$ cat config.mk
export PLATFORM = sky130hd
export DESIGN_NAME = qabc_back
export DESIGN_NICKNAME = d
export VERILOG_FILES = /design/src/hdl/qabc_pkg.sv /design/src/hdl/qabc_ram.sv /design/src/hdl/qabc_back.sv
export SDC_FILE = /design/constraint.sdc
export NUM_CORES = 1
export LEC_CHECK = 0
export ABC_CLOCK_PERIOD_IN_PS = 3890
export BUFFER_PORTS_ARGS = -buffer_cell sky130_fd_sc_hd__buf_2
export CORE_MARGIN = 4
export CORE_UTILIZATION = 55
export CTS_BUF_LIST = sky130_fd_sc_hd__clkbuf_8
export CTS_CLUSTER_SIZE = 20
export DETAILED_ROUTE_END_ITERATION = 16
export PLACE_DENSITY_LB_ADDON = 0.08
export SYNTH_ARGS = -nofsm -noshare
export SYNTH_HDL_FRONTEND = slang
export SYNTH_SLANG_ARGS = --single-unit
$ cat constraint.sdc
create_clock -name i_clk -period 3.89 [get_ports i_clk]
set_input_delay 0.778 -clock i_clk [delete_from_list [all_inputs] [get_ports i_clk]]
set_output_delay 0.778 -clock i_clk [all_outputs]
set_load 0.005 [all_outputs]
$ cat src/hdl/qabc_pkg.sv
// Shared types and constants for the quote-aware bracket checker.
`default_nettype none

package qabc_pkg;

    // Depth of the queue between front and back; must be a power of two.
    localparam int QUEUE_DEPTH = 2;

    // Character class decided by the front end.
    typedef enum logic [2:0] {
        CLS_OTHER,
        CLS_OPEN,
        CLS_CLOSE,
        CLS_SQUOTE,
        CLS_DQUOTE
    } t_class;

    // Bracket kind as stored on the stack.
    typedef enum logic [1:0] {
        KIND_ROUND,
        KIND_SQUARE,
        KIND_CURLY,
        KIND_NONE
    } t_kind;

    // Sticky error codes.
    typedef enum logic [1:0] {
        ERR_NONE,
        ERR_MISMATCH,
        ERR_UNMATCHED,
        ERR_OVERFLOW
    } t_err;

    // One classified request travelling from front to back.
    typedef struct packed {
        t_class cls;
        t_kind  kind;
        logic   last;
    } t_item;

    // Status the back end reports for checking.
    typedef struct packed {
        logic fire;
        logic last;
        logic clear;
        t_err err;
    } t_back_stat;

endpackage

`default_nettype wire

$ cat src/hdl/qabc_ram.sv
// Generic single-write, single-read RAM with registered read data.
`default_nettype none

module qabc_ram #(
    parameter int WIDTH = 2,
    parameter int DEPTH = 64
) (
    input  wire logic                     i_clk,
    input  wire logic                     i_we,
    input  wire logic [$clog2(DEPTH)-1:0] i_waddr,
    input  wire logic [WIDTH-1:0]         i_wdata,
    input  wire logic [$clog2(DEPTH)-1:0] i_raddr,
    output logic      [WIDTH-1:0]         o_rdata
);

    logic [WIDTH-1:0] r_mem [DEPTH];
    logic [WIDTH-1:0] r_rdata;

    // Write port and registered read port.
    always_ff @(posedge i_clk) begin
        if (i_we) begin
            r_mem[i_waddr] <= i_wdata;
        end
        r_rdata <= r_mem[i_raddr];
    end

    assign o_rdata = r_rdata;

endmodule

`default_nettype wire

$ cat src/hdl/qabc_back.sv
// Back end: quote tracking, bracket stack and registered result stage.
`default_nettype none

module qabc_back #(
    parameter int STACK_DEPTH = 64
) (
    input  wire logic               i_clk,
    input  wire logic               i_rst_n,
    input  wire logic               i_item_valid,
    output logic                    o_item_ready,
    input  wire qabc_pkg::t_item    i_item,
    output logic                    o_valid,
    input  wire logic               i_ready,
    output logic [1:0]              o_error_code,
    output logic [6:0]              o_nesting_depth,
    output logic                    o_balanced,
    output logic                    o_string_done,
    output qabc_pkg::t_back_stat    o_stat
);
    import qabc_pkg::*;

    localparam int AW = $clog2(STACK_DEPTH);
    localparam int CW = $clog2(STACK_DEPTH + 1);

    // Architectural state; r_top mirrors the stack entry at r_cnt - 1.
    logic [CW-1:0]  r_cnt;
    t_kind          r_top;
    logic           r_sq;
    logic           r_dq;
    t_err           r_err;

    // Result register.
    logic           r_out_valid;
    t_err           r_out_err;
    logic [6:0]     r_out_depth;
    logic           r_out_bal;
    logic           r_out_done;

    // State after this request, before the end-of-string clear.
    logic [CW-1:0]  u_cnt;
    t_kind          u_top;
    logic           u_sq;
    logic           u_dq;
    t_err           u_err;

    logic [CW-1:0]  n_cnt;
    logic           n_sq;
    logic           n_dq;
    t_err           n_err;

    logic           fire;
    logic           we;
    logic [CW-1:0]  rd_ptr;
    logic [1:0]     below_top;
    logic [CW+6:0]  depth_ext;

    // The entry below the top is prefetched every cycle from the next count.
    qabc_ram #(
        .WIDTH (2),
        .DEPTH (STACK_DEPTH)
    ) u_stack (
        .i_clk   (i_clk),
        .i_we    (we),
        .i_waddr (r_cnt[AW-1:0]),
        .i_wdata (i_item.kind),
        .i_raddr (rd_ptr[AW-1:0]),
        .o_rdata (below_top)
    );

    assign o_item_ready = !r_out_valid || i_ready;
    assign fire         = i_item_valid && o_item_ready;

    // Stack and quote update for one request.
    always_comb begin
        u_cnt = r_cnt;
        u_top = r_top;
        u_sq  = r_sq;
        u_dq  = r_dq;
        u_err = r_err;
        we    = 1'b0;
        if (fire) begin
            if (!(r_sq || r_dq) && r_err == ERR_NONE) begin
                case (i_item.cls)
                    CLS_OPEN: begin
                        if (r_cnt >= CW'(STACK_DEPTH)) begin
                            u_err = ERR_OVERFLOW;
                        end else begin
                            we    = 1'b1;
                            u_cnt = r_cnt + CW'(1);
                            u_top = i_item.kind;
                        end
                    end
                    CLS_CLOSE: begin
                        if (r_cnt == '0) begin
                            u_err = ERR_UNMATCHED;
                        end else if (r_top != i_item.kind) begin
                            u_err = ERR_MISMATCH;
                        end else begin
                            u_cnt = r_cnt - CW'(1);
                            u_top = t_kind'(below_top);
                        end
                    end
                    default: begin
                        u_cnt = r_cnt;
                    end
                endcase
            end
            if (i_item.cls == CLS_SQUOTE && !r_dq) begin
                u_sq = !r_sq;
            end
            if (i_item.cls == CLS_DQUOTE && !r_sq) begin
                u_dq = !r_dq;
            end
        end
    end

    // End of string returns everything to its reset values.
    always_comb begin
        if (fire && i_item.last) begin
            n_cnt = '0;
            n_sq  = 1'b0;
            n_dq  = 1'b0;
            n_err = ERR_NONE;
        end else begin
            n_cnt = u_cnt;
            n_sq  = u_sq;
            n_dq  = u_dq;
            n_err = u_err;
        end
    end

    assign rd_ptr    = n_cnt - CW'(2);
    assign depth_ext = (CW + 7)'(u_cnt);

    always_ff @(posedge i_clk) begin
        if (!i_rst_n) begin
            r_cnt <= '0;
            r_sq  <= 1'b0;
            r_dq  <= 1'b0;
            r_err <= ERR_NONE;
        end else begin
            r_cnt <= n_cnt;
            r_sq  <= n_sq;
            r_dq  <= n_dq;
            r_err <= n_err;
        end
    end

    always_ff @(posedge i_clk) begin
        r_top <= u_top;
    end

    // Result register: loads on every processed request.
    always_ff @(posedge i_clk) begin
        if (!i_rst_n) begin
            r_out_valid <= 1'b0;
        end else if (o_item_ready) begin
            r_out_valid <= i_item_valid;
        end
    end

    always_ff @(posedge i_clk) begin
        if (fire) begin
            r_out_err   <= u_err;
            r_out_depth <= depth_ext[6:0];
            r_out_bal   <= i_item.last && (u_err == ERR_NONE) && (u_cnt == '0);
            r_out_done  <= i_item.last;
        end
    end

    assign o_valid         = r_out_valid;
    assign o_error_code    = r_out_err;
    assign o_nesting_depth = r_out_depth;
    assign o_balanced      = r_out_bal;
    assign o_string_done   = r_out_done;

    assign o_stat.fire  = fire;
    assign o_stat.last  = i_item.last;
    assign o_stat.clear = (r_cnt == '0) && !r_sq && !r_dq && (r_err == ERR_NONE);
    assign o_stat.err   = r_err;

endmodule

`default_nettype wire

==> metrics.yaml <==
die:
  io_pins: 28
  die_y_microns: 123
  die_x_microns: 123
  initial_utilization: 0.567
  coreArea_sq_um: 12700
  core.rowCount: 41
  die-area_sq_um: 15000
detailed_routing:
  routedWlPerCell_microns: 22.2
  vias: 4998
  drtPass1Iterations: 4
  ant_nets: 0
  drcViolationCount: 0
  routed_wirelength_microns: 18200
  drt_iter0_drc: 458
  vias_per_cell: 6.12
clock_tree:
  cts_tree: "done"
  cts_setup_buffers: 0
  hold_buffers: 0
  post_cts_resized: 0
  insertion_delay_ns: 0.45
  cts_made_buffers: 17
  cts_sinks: 155
  cts_buffer_depth: 2
  clk_pin_slew_ns: 0.08
  cts-root-buf: "clkbuf_8"
  h-tree-depth: 4
cells_and_area:
  fillers: 1035
  fin_area_sq_um: 8220
  nNetsFinal: 645
  multi_input_area_sq_um: 2490
  drive_gt1_frac: 0.208
  final_util: 0.646
  areaGrowthSynthToFinish_pct: 14.0
  antenna_cells: 0
  regArea_sq_um: 4510
  stdcell_count: 817
synth:
  syn_avg_cell_area_sq_um: 12.5
  synthFlopType: "edfxtp_1"
  ys_seq_elements: 155
  yosysUniqueCellTypes: 80
  yosysTopAreaCell: "edfxtp_1"
  async_flop_share: 0
  syn-cell-area_sq_um: 7210
  netlist_instances: 575
  synth_top_area_share: 0.587
  synth_warnings: 0
  synth_edf_count: 141
  yosysSeqAreaShare: 0.626
  synth_area_leaders: "edfxtp_1 59%, nor2_1 5.4%, dfxtp_1 3.9%, mux4_2 3.1%, mux2i_1 3.1%"
  syn_nets: 588
placed_design:
  dp_cells: 785
  globalplace.congestion: 0.937
  place_area_sq_um: 7760
  portBuffers: 27
  dp_hpwl_microns: 12400
worst_hold_path:
  whs_path_depth: 2
  holdPathEnd: "r_top[0]"
  min-delay-start: "u_stack.o_rdata[0]"
  hold_path_class: "flip-flop to flip-flop"
global_route:
  grt_overflow: 0
  grt_pass1_wl_microns: 28600
  first_global_vias: 5085
  antenna_found_initial: 1
  grtUsageTotal: 0.259
  grt_max_degree: 61
sta:
  clock_skew_ns: 0.0105
  max_freq_mhz: 271
  finalHoldViolations: 0
  slew_violations: 0
  relSlewSlack: 0.569
  rsz0062_at_grt: "false"
  worstMarginPinSlew_ns: 0.640
  post-route-period-util: 0.947
  setup_violations: 0
  setup_tns_ns: 0
  fin_crit_ns: 3.69
pwr:
  p_total_uw: 3390
  p_leak_uw: 0.00293
  ir_worst_vdd_mv: 0.333
  powerDensity_nw_per_um2: 412
critical_path:
  reg2reg_depth: 14
  critPathKind: "flip-flop to flip-flop"
  r2r_setup_slack_ns: 0.20
  cp-start-kind: "flip-flop"
  r2r_start: "r_cnt[0]"
  crit_arrival_ns: 4.00
  r2r-end: "u_stack.o_rdata[1]"
  cp_max_fo: 7
  crit_required_ns: 4.21
  cp-end-kind: "flip-flop"
run_status:
  outcome: "finished clean"
run:
  drv_cap: 0
cell families (layout without fill, tap and decap cells):
logic type | count (synthesis) | after routing | share of synthesized area
XOR/XNOR | 11 | 11 | 0.0160
AND/OR/NAND/NOR | 232 | 232 | 0.158
buffers and inverters | 48 | 118 | 0.0309
flip-flops | 155 | 155 | 0.626
AO/OA/AOI/OAI | 91 | 91 | 0.0972
adder cells (fa/ha/maj) | 3 | 3 | 0.00521
multiplexers | 35 | 35 | 0.0665
registers in the layout, indices dropped and copies added, names as in the netlist:
signal,flops
u_stack.o_rdata,2
r_dq,1
r_cnt,7
o_valid,1
o_error_code,2
o_nesting_depth,7
o_string_done,1
r_err,2
o_balanced,1
r_top,2
u_stack.r_mem,128
r_sq,1
area by class of cell:
class / instances / share of cell area
Multi-Input combinational cell: 372 / 0.302
Sequential cell: 155 / 0.549
Timing Repair Buffer: 73 / 0.0600
Inverter: 13 / 0.00655
Clock buffer: 17 / 0.0285
Clock inverter: 15 / 0.0271
Tap cell: 172 / 0.0262
worst max path at each step:
stage | start | to | slack, ns
final | r_cnt[0] | u_stack.o_rdata[1] | 0.20
after detailed placement | i_item[4] | u_stack.o_rdata[1] | -0.04
after global routing | r_cnt[0] | u_stack.o_rdata[1] | 0.03
after floorplan | i_item[5] | u_stack.o_rdata[1] | 0.02
after global placement | i_item[5] | u_stack.o_rdata[0] | 0.07
after CTS | r_cnt[0] | u_stack.o_rdata[1] | 0.24
cells in the final DEF (no fill, tap or decap), types with 3 or more instances in the layout:
cell type | synthesis | layout
a211oi_1 | 7 | 7
a21o_1 | 5 | 5
a21oi_1 | 10 | 10
a311oi_1 | 6 | 6
and3_1 | 9 | 9
buf_2 | 6 | 27
buf_4 | 3 | 45
bufinv_16 | 0 | 5
clkbuf_8 | 0 | 17
clkinv_2 | 0 | 3
clkinv_4 | 0 | 4
dfxtp_1 | 14 | 14
edfxtp_1 | 141 | 141
ha_1 | 3 | 3
inv_1 | 10 | 10
mux2_1 | 3 | 3
mux2i_1 | 22 | 21
mux4_2 | 10 | 10
nand2_1 | 37 | 37
nand2b_1 | 13 | 13
nand3_1 | 12 | 12
nand4_1 | 4 | 4
nor2_1 | 104 | 104
nor2b_1 | 5 | 5
nor3_1 | 17 | 17
nor4_1 | 4 | 4
o21ai_0 | 13 | 13
o221ai_1 | 4 | 4
o22ai_1 | 3 | 3
o31ai_1 | 3 | 3
o32ai_1 | 3 | 3
xnor2_1 | 6 | 6
xor2_1 | 4 | 4
report_power, final:
group | internal, uW | total (uW) | switching (uW) | leakage (uW)
sequential | 1820 | 1830 | 4.17 | 0.00139
clock | 765 | 1360 | 591 | 0.000229
combinational | 76.9 | 207 | 130 | 0.00131
cell usage after synthesis (3+ instances only):
library cell  count
a211oi_1          7
a21o_1            5
a21oi_1          10
a311oi_1          6
and3_1            9
buf_1             3
buf_2             6
buf_4             3
clkbuf_1         21
dfxtp_1          14
edfxtp_1        141
ha_1              3
inv_1            10
mux2_1            3
mux2i_1          22
mux4_2           10
nand2_1          37
nand2b_1         13
nand3_1          12
nand4_1           4
nor2_1          104
nor2b_1           5
nor3_1           17
nor4_1            4
o21ai_0          13
o221ai_1          4
o22ai_1           3
o31ai_1           3
o32ai_1           3
xnor2_1           6
xor2_1            4
routing by layer:
| layer | track usage | routed length (microns) | vias to the layer above |
|---|---|---|---|
| met1 | 0.351 | 7540 | 2485 |
| met3 | 0.0631 | 1330 | 37 |
| met5 | 0 | 0 | - |
| li1 | - | - | 2284 |
| met2 | 0.408 | 8730 | 192 |
| met4 | 0.100 | 546 | 0 |
worst max-delay path, stage by stage, from the launching register on:
cell       delay [ns]
dfxtp_1          0.32
inv_1            0.12
ha_1             0.17
or4b_1           0.53
o21ai_1          0.21
o221ai_1         0.13
a32o_1           0.29
nand2_1          0.07
ha_1             0.30
buf_4            0.21
nor2_1           0.33
o21ai_1          0.13
o211a_1          0.14
a2111oi_1        0.51
a211oi_2         0.09
metrics by stage:
step | worst slack, ns | hold WS [ns]
floorplan | 0.0217 | 0.467
global placement | 0.0725 | 0.515
detailed placement | -0.0366 | 0.530
CTS | 0.244 | 0.533
global route | 0.0299 | 0.553
finish | 0.205 | 0.551
Note: power is estimated with default switching activity, not from simulation.
